**src/rtl/core/max_pool_2d_with_index_unit_defines.svh**
```systemverilog
// Assertion macros shared by the max pooling unit.
`ifndef MAX_POOL_2D_WITH_INDEX_UNIT_DEFINES_SVH
`define MAX_POOL_2D_WITH_INDEX_UNIT_DEFINES_SVH
`ifndef SYNTHESIS
// Same-cycle implication, checked out of reset.
`define MPWI_ASSERT_SAME(label, clk, rst_n, ante, cons) \
    label: assert property (@(posedge clk) disable iff (!rst_n) (ante) |-> (cons)) \
        else $error("assertion failed");
// Next-cycle implication, checked out of reset.
`define MPWI_ASSERT_NEXT(label, clk, rst_n, ante, cons) \
    label: assert property (@(posedge clk) disable iff (!rst_n) (ante) |=> (cons)) \
        else $error("assertion failed");
`else
`define MPWI_ASSERT_SAME(label, clk, rst_n, ante, cons)
`define MPWI_ASSERT_NEXT(label, clk, rst_n, ante, cons)
`endif
`endif

```
**src/rtl/core/mpwi_pkg.sv**
```systemverilog
// Shared constants and types of the max pooling unit.
package mpwi_pkg;
    localparam int MAX_WIDTH  = 1024;
    localparam int MAX_HEIGHT = 1024;
    localparam int MAX_KERNEL = 8;
    localparam int STORE_ROWS = 32;

    localparam int COL_W  = $clog2(MAX_WIDTH);
    localparam int ROW_W  = $clog2(MAX_HEIGHT);
    localparam int SLOT_W = $clog2(STORE_ROWS);
    localparam int TAP_W  = $clog2(MAX_KERNEL);
    localparam int ADDR_W = SLOT_W + COL_W;
    localparam int DEPTH  = STORE_ROWS * MAX_WIDTH;

    localparam int SAMPLE_W = 16;
    localparam int INDEX_W  = 20;
    localparam int DIM_W    = 11;
    localparam int KER_W    = 4;
    localparam int STR_W    = 4;
    localparam int DIL_W    = 3;
    localparam int SPAN_W   = KER_W + DIL_W;
    localparam int DIV_W    = 10;
    localparam int DIV_CNT_W = $clog2(DIV_W + 1);

    // Register indexes on the configuration port.
    localparam logic [2:0] REG_WIDTH  = 3'd0;
    localparam logic [2:0] REG_HEIGHT = 3'd1;
    localparam logic [2:0] REG_KROWS  = 3'd2;
    localparam logic [2:0] REG_KCOLS  = 3'd3;
    localparam logic [2:0] REG_SROWS  = 3'd4;
    localparam logic [2:0] REG_SCOLS  = 3'd5;
    localparam logic [2:0] REG_DROWS  = 3'd6;
    localparam logic [2:0] REG_DCOLS  = 3'd7;

    // Effective geometry after the zero and oversize rules.
    typedef struct packed {
        logic [DIM_W-1:0] w;
        logic [DIM_W-1:0] h;
        logic [KER_W-1:0] kr;
        logic [KER_W-1:0] kc;
        logic [STR_W-1:0] sr;
        logic [STR_W-1:0] sc;
        logic [DIL_W-1:0] dr;
        logic [DIL_W-1:0] dc;
    } geom_t;

    typedef struct packed {
        logic accept;
        logic div_start;
        logic scan_init;
        logic scan_step;
        logic push;
    } cmd_t;

    typedef struct packed {
        logic cond;
        logic div_done;
        logic hit;
        logic scan_last;
        logic out_free;
    } sts_t;
endpackage

```
**src/rtl/core/mpwi_ctrl.sv**
```systemverilog
// Sequencer for one beat: phase division, tap scan and result hand-off.
`include "max_pool_2d_with_index_unit_defines.svh"
module mpwi_ctrl
    import mpwi_pkg::*;
(
    input  logic clk,
    input  logic rst_n,
    input  logic in_valid,
    output logic in_stall,
    input  sts_t sts,
    output cmd_t cmd
);
    typedef enum logic [2:0] {
        ST_IDLE,
        ST_DIV_START,
        ST_DIV_WAIT,
        ST_SCAN,
        ST_DRAIN,
        ST_PUSH
    } state_t;

    state_t state_reg, state_next;

    // Commands follow from the state and the status of the datapath.
    always_comb
    begin
        cmd            = '0;
        state_next     = state_reg;
        cmd.accept     = (state_reg == ST_IDLE) && in_valid;
        unique case (state_reg)
            ST_IDLE:
            begin
                if (in_valid && sts.cond)
                begin
                    state_next = ST_DIV_START;
                end
            end
            ST_DIV_START:
            begin
                cmd.div_start = 1'b1;
                state_next    = ST_DIV_WAIT;
            end
            ST_DIV_WAIT:
            begin
                if (sts.div_done)
                begin
                    cmd.scan_init = sts.hit;
                    state_next    = sts.hit ? ST_SCAN : ST_IDLE;
                end
            end
            ST_SCAN:
            begin
                cmd.scan_step = 1'b1;
                if (sts.scan_last)
                begin
                    state_next = ST_DRAIN;
                end
            end
            ST_DRAIN:
            begin
                state_next = ST_PUSH;
            end
            ST_PUSH:
            begin
                if (sts.out_free)
                begin
                    cmd.push   = 1'b1;
                    state_next = ST_IDLE;
                end
            end
            default:
            begin
                state_next = ST_IDLE;
            end
        endcase
    end

    always_ff @(posedge clk or negedge rst_n)
    begin
        if (!rst_n)
        begin
            state_reg <= ST_IDLE;
        end
        else
        begin
            state_reg <= state_next;
        end
    end

    assign in_stall = (state_reg != ST_IDLE);

    // The result register is only loaded when it is free.
    `MPWI_ASSERT_SAME(a_push_free, clk, rst_n, cmd.push, sts.out_free)
    // A scan ends with a drain state, which passes straight to the push state for the hand-off.
    `MPWI_ASSERT_NEXT(a_drain_push, clk, rst_n, state_reg == ST_DRAIN, state_reg == ST_PUSH)
    // An accepted beat either finishes at once or starts the dividers.
    `MPWI_ASSERT_NEXT(a_accept_next, clk, rst_n, cmd.accept,
        (state_reg == ST_IDLE) || (state_reg == ST_DIV_START))
endmodule

```
**config.mk**
```make
export PLATFORM = sky130hd
export DESIGN_NAME = mpwi_ctrl
export DESIGN_NICKNAME = d
export VERILOG_FILES = /design/src/rtl/core/mpwi_pkg.sv /design/src/rtl/core/mpwi_ctrl.sv
export VERILOG_INCLUDE_DIRS = /design/src /design/src/rtl/core
export SDC_FILE = /design/constraint.sdc
export NUM_CORES = 1
export LEC_CHECK = 0
export BUFFER_PORTS_ARGS = -buffer_cell sky130_fd_sc_hd__buf_2
export CORE_AREA = 4 4 41 43
export DETAILED_ROUTE_END_ITERATION = 6
export DIE_AREA = 0 0 45 47
export HOLD_SLACK_MARGIN = 0.06
export SLEW_MARGIN = 30
export SYNTH_ARGS = -nofsm -noshare
export SYNTH_HDL_FRONTEND = slang
export SYNTH_SLANG_ARGS = --single-unit
```
**constraint.sdc**
```tcl
create_clock -name clk -period 1.6 [get_ports clk]
set_clock_uncertainty 0.15 [all_clocks]
set_input_delay 0.16 -clock clk [delete_from_list [all_inputs] [get_ports clk]]
set_output_delay 0.16 -clock clk [all_outputs]
set_load 0.02 [all_outputs]
```
==> impl_metrics.tcl, run 1 <==
set metrics [dict create \
    clkTransAtPathRegs_ps 40 \
    port_buffers 13 \
    cp_max_fo 8 \
    dp_cells 51 \
    vias 248 \
    cts_buffers 3 \
    dr.first_iter.drc_count 2 \
    clk_latency_ps 240 \
    routed_wl_um 590 \
    syn2layout_area_growth_pct 60.8 \
    netlist.area_leader.share 0.341 \
    clock_path_buffers 2 \
    final_cells 57 \
    cp.arrival_ps 1190 \
    num_antenna_cells 0 \
    slew_viol_final 0 \
    yosysWarnings 0 \
    syn_area_um2 220 \
    p_leak_nw 0.173 \
    grt_overflow_total 0 \
    coreArea_mm2 0.00130 \
    ant_nets 0 \
    ys_seq_elements 3 \
    tightest_slew_ps 220 \
    crit_required_ps 1290 \
    fill_cells 151 \
    grt_pass1_wl_mm 1.02 \
    die_w_um 45 \
    synth_nets 32 \
    yosys-top-cells-area "dfrtp_1 34%, nor3b_1 6.8%, and4bb_1 5.7%" \
    grt_max_degree 10 \
    layout_commonest_cell "buf_2" \
    wl_per_cell_um 10.4 \
    gp_congestion 0.712 \
    drc 0 \
    hp-class "in -> reg" \
    fmax_mhz 666 \
    h-tree-depth 1 \
    cts-root-buf "clkbuf_4" \
    grt_usage 0.0735 \
    seq_area_frac_synth 0.341 \
    cts_sinks 3 \
    tritoncts "built" \
    rsz0062_at_grt "no" \
    synth_cells 24 \
    pin_count 14 \
    fin_crit_sh 0.938 \
    num_rows 13 \
    die-area_mm2 0.00212 \
    finalHoldViolations 0 \
    setup_viol 0 \
    outcome "complete, no violations" \
    relSlewSlack 0.853 \
    end_kind "output port" \
    maxCapViolations 0 \
    start_util 0.169 \
    dr.pass1.iters 3 \
    final_cell_mix "13 x buf_2, 3 x nand2_1, 3 x clkbuf_4, 3 x dfrtp_2" \
    synth_top_cell_by_area "dfrtp_1" \
    cp-start-kind "flip-flop" \
    fin_nets 51 \
    setup-tns-final_ps 0 \
    syn_avg_cell_area_um2 9.18 \
    power.density_mw_per_mm2 1900 \
    worst-setup-path-type "reg -> out" \
    peakVddDrop_mv 0.566 \
    largest_reg_flops 3 \
    period_needed_ps 1500 \
    drive_gt1_frac 0.548 \
    ys_types 17 \
    via_per_inst 4.35 \
    die_h_um 47 \
    grt_antenna_before_repair 0 \
    grt_pass1_vias 246 \
]
[layout make-up]
cell class,count,area (um2),share of cell area
multi-input cells,19,141,0.399
repair buffers,15,85.1,0.240
clock buffers,4,26.3,0.0742
inverters,1,3.75,0.0106
well taps,15,18.8,0.0530
flip-flops and latches,3,78.8,0.223
[Yosys cell counts (all sizes together)]
cell and n:
a21oi 2, a311oi 1, and4 1, inv 1
a21o 1, nand3 1, nand2 3, nor3b 3
buf 1, nand2b 2, and4bb 1, dfrtp 3
a32oi 1, nor2 1, a32o 1, and3 1
[path summary, 6_finish.rpt]
path	from	endpoint	slack, ps	depth (start not counted)
worst max-delay path	state_reg[2]$_DFFE_PN0P_	cmd[2]	100	3
worst min-delay path	sts[3]	state_reg[0]$_DFFE_PN0P_	70	3
worst max register to register	state_reg[2]$_DFFE_PN0P_	state_reg[0]$_DFFE_PN0P_	470	3
worst min register to register	state_reg[2]$_DFFE_PN0P_	state_reg[1]$_DFFE_PN0P_	410	1
max in group asynchronous	rst_n	state_reg[1]$_DFFE_PN0P_	1080	2
min in group asynchronous	rst_n	state_reg[2]$_DFFE_PN0P_	100	2
[report_power, final]
| part | internal [W] | total (W) | leakage [nW] | switching, W |
|---|---|---|---|---|
| combinational | 0.000149 | 0.000321 | 0.124 | 0.000172 |
| clock | 0.0000938 | 0.000138 | 0.0150 | 0.0000440 |
| sequential | 0.000122 | 0.000212 | 0.0339 | 0.0000905 |
| total | 0.000365 | 0.000672 | 0.173 | 0.000307 |
[stage by stage]
| stage | worst slack [ps] | total power (W) | hold slack [ps] | cell area, um2 | util |
|---|---|---|---|---|---|
| global placement | 239 | 0.000507 | -193 | 297 | 0.228 |
| global route | 9.23 | 0.000740 | 84.2 | 354 | 0.272 |
| detailed placement | 219 | 0.000508 | -191 | 297 | 0.228 |
| CTS | 19.1 | 0.000664 | 70.1 | 345 | 0.265 |
| floorplan | 257 | 0.000423 | -286 | 220 | - |
| finish | 99.4 | 0.000672 | 65.2 | 354 | 0.272 |
[critical path, cell delays in order, from the launching register on]
cell and delay, ps:
dfrtp_2 460, nor2_4 150, and4_1 190, buf_2 160
[routing by layer]
layer | routed length [um] | GRT usage | part of all wire | vias to the layer above
met5 | 0 | 0 | 0 | -
met4 | 23 | 0.0877 | 0.039 | 0
met1 | 276 | 0.0864 | 0.47 | 104
met2 | 231 | 0.0904 | 0.39 | 12
li1 | - | - | - | 130
met3 | 58 | 0.0307 | 0.098 | 2
[kinds of logic after synthesis]
| kind of cell | Yosys count | share of synthesized area |
|---|---|---|
| buffers and inverters | 2 | 0.0511 |
| AOI/OAI and AO/OA | 6 | 0.210 |
| DFF | 3 | 0.341 |
| and+or+nand+nor | 13 | 0.398 |
[timing repair]
action                     4_1_cts  5_1_grt
gates resized for setup          1        4
setup endpoints to repair        2        3
setup buffers                    0        0
hold endpoints to repair         5        0
hold buffers                     2        0
Note: power is estimated with default switching activity, not from simulation.
==> run 2: changes to the inputs <==
- ABC_AREA: default -> 1
==> run 2 against run 1 <==
  * Global-route usage is 0.64 points higher
  * Utilization increased by 2.3 points
  * Synthesized area increased by 22%
  * Register-to-register slack got worse by 150 ps
  * First-iteration DRC count grew to 2.5 times the previous value
  * Final cell count is 32% higher
  * Clock power shrank 4%
  * Die area unchanged
  * Setup slack got worse by 14 ps
  * Clock-buffer cell count is the same
==> impl_metrics.tcl, run 2 <==
set metrics [dict create \
    outcome "complete, no violations" \
    layout_commonest_cell "buf_2" \
    largest_reg_flops 3 \
    fin_nets 69 \
    grt_pass1_vias 299 \
    cp-start-kind "flip-flop" \
    coreArea_mm2 0.00130 \
    final_cell_mix "13 x buf_2, 10 x nand2_1, 8 x nand3_1" \
    synthSimpleGateAreaFrac 0.563 \
    cts_setup_buffers 0 \
    synth_xor_area_frac 0 \
    final_cells 75 \
    vias 313 \
    yosys-top-cells-area "dfrtp_1 28%, nand3_1 15%, nand2_1 14%" \
    wl_per_cell_um 8.93 \
    crit_path_top_delay_cell "dfrtp_1" \
    setup-tns-final_ps 0 \
    period_needed_ps 1510 \
    ys_types 13 \
    cp_max_fo 7 \
    tritoncts "built" \
    utilization 0.295 \
    grt_pass1_wl_mm 1.13 \
    dp_cells 70 \
    seq_area_frac_synth 0.279 \
    cts-root-buf "clkbuf_4" \
    clkTransAtPathRegs_ps 40 \
    relSlewSlack 0.805 \
    cts_sinks 3 \
    grt_overflow_total 0 \
    synth-adder-area-share 0 \
    end_kind "output port" \
    cp_cell_sequence "nor2_4 > nand2_1 > nor2_1 > buf_2" \
    port_buffers 13 \
    crit_family "flip-flops" \
    slew_viol_final 0 \
    clk_latency_ps 230 \
    drc 0 \
    synthTopCellsByCount "10 x nand2_1, 8 x nand3_1, 7 x nor2_1" \
    fin_crit_sh 0.947 \
    synth-compound-area-share 0.0465 \
    start_util 0.207 \
    syn2layout_area_growth_pct 42.8 \
    die_w_um 45 \
    syn_area_um2 269 \
    pin_count 14 \
    ant_nets 0 \
    grt_max_degree 10 \
    synth_nets 51 \
    crit_required_ps 1290 \
    dpl.hpwl_um 547 \
    fmax_mhz 660 \
    peakVddDrop_mv 0.579 \
    cpPeakStageDelay_ps 460 \
    yosysWarnings 0 \
    gp_congestion 0.751 \
    maxCapViolations 0 \
    finalHoldViolations 0 \
    synth_top_cell_by_area "dfrtp_1" \
    clock_path_buffers 2 \
    dominantRegCellSynth "dfrtp_1" \
    power.density_mw_per_mm2 1850 \
    cp.arrival_ps 1200 \
    dr.pass1.iters 4 \
    ys_async_sr_fraction 1.00 \
    worst-setup-path-type "reg -> out" \
    routed_wl_um 670 \
    worst-path-buf-inv 1 \
    h-tree-depth 1 \
    grt_usage 0.0799 \
    dr.first_iter.drc_count 5 \
    netlist.area_leader.share 0.279 \
    worst_hold_slack_ps 104 \
    p_leak_nw 0.229 \
    ys_seq_elements 3 \
    muxShareOfSynthArea 0 \
    drive_gt1_frac 0.400 \
    die-area_mm2 0.00212 \
    syn_avg_cell_area_um2 6.26 \
    totalPowerFinal_w 0.000710 \
    synth-edff-count 0 \
    cts_buffers 3 \
    synth.most_common_cell "nand2_1" \
    num_antenna_cells 0 \
    synth_cells 43 \
    tightest_slew_ps 292 \
    via_per_inst 4.17 \
    hp-class "in -> async" \
    grt_antenna_before_repair 0 \
    die_h_um 47 \
    num_rows 13 \
    setup_viol 0 \
    synth_top_family_by_area "simple AND/OR/NAND/NOR gates" \
]
-- run 2: cell count changes in the layout (fill, tap and decap cells not counted), sizes merged, moves of 2 or more --
cell	delta
a21oi	-2
nor3b	-3
inv	+4
nand2b	-2
nand2	+9
nor2	+9
nand3	+8
-- run 2: cell families after synthesis --
kind of cell | count (synthesis)
compound gates | 2
buf+inv | 6
flops | 3
simple gates | 32
-- run 2: timing repair --
item / in CTS / in global routing
hold endpoints to repair: 3 / 0
hold buffers: 1 / 0
setup endpoints to repair: 0 / 2
gates resized for setup: 0 / 2
-- run 2: worst register-to-register path, delay by kind of cell (launching register included) --
| kind | cells | cell delay (ps) |
|---|---|---|
| buf+inv | 1 | 90 |
| simple gates | 2 | 220 |
| flops | 1 | 500 |
| compound gates | 1 | 210 |
-- run 2: per-layer routing --
| metal | global-route usage | routed length [um] | vias to the layer above |
|---|---|---|---|
| li1 | - | - | 173 |
| met1 | 0.0822 | 287 | 131 |
| met2 | 0.124 | 318 | 9 |
| met3 | 0.0690 | 64 | 0 |
| met4 | 0.0175 | 0 | 0 |
| met5 | 0 | 0 | - |
-- run 2: stage by stage --
stage	area, um2	setup WS [ps]
after floorplan	269	189
after global placement	342	285
after detailed placement	342	310
after CTS	378	43.5
after global routing	384	-0.271
final	384	85.2
-- run 2: worst paths after layout --
kind	from	to	slack, ps	depth (start not counted)
max	state_reg[0]$_DFFE_PN0P_	cmd[4]	90	4
min	rst_n	state_reg[2]$_DFFE_PN0P_	100	2
max reg2reg	state_reg[1]$_DFFE_PN0P_	state_reg[0]$_DFFE_PN0P_	320	4
min reg2reg	state_reg[1]$_DFFE_PN0P_	state_reg[1]$_DFFE_PN0P_	530	2
max in group asynchronous	rst_n	state_reg[2]$_DFFE_PN0P_	1080	2
min in group clk	sts[0]	state_reg[2]$_DFFE_PN0P_	150	4
-- run 2: layout make-up --
| class | count | area, um2 |
|---|---|---|
| Inverter | 5 | 18.8 |
| Tap cell | 15 | 18.8 |
| Multi-Input combinational cell | 34 | 169 |
| Clock buffer | 4 | 26.3 |
| Sequential cell | 3 | 76.3 |
| Fill cell | 158 | 917 |
| Timing Repair Buffer | 14 | 75.1 |
-- run 2: power by group --
part / switching (W) / internal [W]
Sequential: 0.0000755 / 0.000111
Clock: 0.0000396 / 0.0000935
Combinational: 0.000244 / 0.000146
Total: 0.000359 / 0.000351
==> run 3: changes to the inputs <==
- GPL_TIMING_DRIVEN: default -> 0
==> run 3 against run 2 <==
  * Setup slack better by 27 ps
  * Register-to-register slack better by 40 ps
  * Worst hold slack better by 2.5 ps
  * Via count is 2.9% higher
  * Critical endpoint unchanged
  * Largest cell class unchanged
  * Highest routed layer unchanged
==> impl_metrics.tcl, run 3 (synthesis gave the netlist of run 2 again) <==
set metrics [dict create \
    outcome "complete, no violations" \
    clkTransAtPathRegs_ps 40 \
    vias 322 \
    clock_path_buffers 2 \
    finalHoldViolations 0 \
    die_h_um 47 \
    worst-path-buf-inv 1 \
    num_antenna_cells 0 \
    grt_max_degree 10 \
    cpPeakStageDelay_ps 450 \
    via_per_inst 4.24 \
    grt_usage 0.0752 \
    crit_family "flip-flops" \
    hp-class "in -> async" \
    clk_latency_ps 230 \
    end_kind "output port" \
    port_buffers 13 \
    p_sw_frac 0.490 \
    tritoncts "built" \
    clockPowerShare 0.180 \
    fin_nets 70 \
    crit_path_top_delay_cell "dfrtp_2" \
    tightest_slew_ps 176 \
    crit_path_start "state_reg[2]$_DFFE_PN0P_" \
    grt_overflow_total 0 \
    syn2layout_area_growth_pct 47.4 \
    cp-start-kind "flip-flop" \
    cts-root-buf "clkbuf_4" \
    fin_crit_sh 0.930 \
    cts_setup_buffers 0 \
    coreArea_mm2 0.00130 \
    drc 0 \
    cts_buffers 3 \
    setup_viol 0 \
    peakVddDrop_mv 0.558 \
    dp_cells 71 \
    dr.pass1.iters 2 \
    relSlewSlack 0.883 \
    fmax_mhz 672 \
    cts_sinks 3 \
    p_leak_nw 0.234 \
    final_cells 76 \
    worst-setup-path-type "reg -> out" \
    dpl.hpwl_um 550 \
    pin_count 14 \
    grt_pass1_wl_mm 1.09 \
    grt_antenna_before_repair 0 \
    combinationalPowerShare 0.592 \
    postLayoutCellArea_um2 397 \
    gp_congestion 0.702 \
    cp_max_fo 6 \
    start_util 0.207 \
    die-area_mm2 0.00212 \
    layout_commonest_cell "buf_2" \
    grt_pass1_vias 288 \
    r2r_setup_slack_ps 360 \
    p_sw_w 0.000358 \
    maxCapViolations 0 \
    r2r-start "state_reg[2]$_DFFE_PN0P_" \
    p_int_w 0.000373 \
    period_needed_ps 1490 \
    slew_viol_final 0 \
    placed_cell_area_um2 353 \
    crit_required_ps 1290 \
    final_cell_mix "13 x buf_2, 10 x nand2_1, 8 x nand3_1" \
    cp_cell_sequence "nor2_4 > nand2_1 > nor2_1 > buf_2" \
    drive_gt1_frac 0.426 \
    power_frac_seq 0.228 \
    wl_per_cell_um 8.96 \
    rsz0062_at_grt "no" \
    h-tree-depth 1 \
    largest_reg_flops 3 \
    dr.first_iter.drc_count 1 \
    ant_nets 0 \
    cp.arrival_ps 1180 \
    num_rows 13 \
    die_w_um 45 \
    setup-tns-final_ps 0 \
    power.density_mw_per_mm2 1840 \
    routed_wl_um 681 \
]
-- run 3: cell types whose count changed in the layout (fill, tap and decap cells not counted) --
cell     delta
dfrtp_2     +1
buf_6       +1
dfrtp_1     -1
-- run 3: cell type report --
| cell class | instances | area, um2 |
|---|---|---|
| timing repair buffer | 14 | 75.1 |
| clock buffer | 4 | 26.3 |
| tap | 15 | 18.8 |
| inverter | 5 | 18.8 |
| sequential | 3 | 77.6 |
| multi-input combinational | 34 | 169 |
| fill | 154 | 905 |
| buffer | 1 | 11.3 |
-- run 3: timing repair --
| item | 4_1_cts | 5_1_grt |
|---|---|---|
| hold endpoints to repair | 3 | 0 |
| hold buffers | 1 | 0 |
| endpoints found under the setup margin | 0 | 1 |
| resized for setup | 0 | 3 |
-- run 3: metrics by stage --
| stage | worst slack (ps) | util | power [W] | hold WS [ps] |
|---|---|---|---|---|
| floorplan | 189 | - | 0.000471 | -286 |
| global placement | 305 | 0.271 | 0.000579 | -192 |
| detailed placement | 288 | 0.271 | 0.000586 | -191 |
| CTS | 26.1 | 0.299 | 0.000728 | 90.1 |
| global route | 17.6 | 0.305 | 0.000808 | 108 |
| finish | 112 | 0.305 | 0.000731 | 106 |
-- run 3: layer usage --
layer | share of wire | vias to the layer above | track usage
met3 | 0.057 | 0 | 0.0460
li1 | - | 173 | -
met4 | 0 | 0 | 0.0526
met1 | 0.46 | 144 | 0.0755
met5 | 0 | - | 0
met2 | 0.49 | 5 | 0.116
-- run 3: power by group through the flow --
| stage | clock [W] | combinational, W | sequential (W) |
|---|---|---|---|
| after floorplan | 0 | 0.000324 | 0.000147 |
| after global placement | 0 | 0.000424 | 0.000155 |
| after detailed placement | 0 | 0.000429 | 0.000156 |
| after CTS | 0.000140 | 0.000433 | 0.000155 |
| after global routing | 0.000150 | 0.000487 | 0.000171 |
| final | 0.000132 | 0.000432 | 0.000167 |
-- run 3: worst paths after layout --
kind	to	depth (start not counted)
max	cmd[4]	4
min	state_reg[2]$_DFFE_PN0P_	2
max reg2reg	state_reg[0]$_DFFE_PN0P_	3
min reg2reg	state_reg[1]$_DFFE_PN0P_	3
max in group asynchronous	state_reg[0]$_DFFE_PN0P_	2
min in group clk	state_reg[0]$_DFFE_PN0P_	4
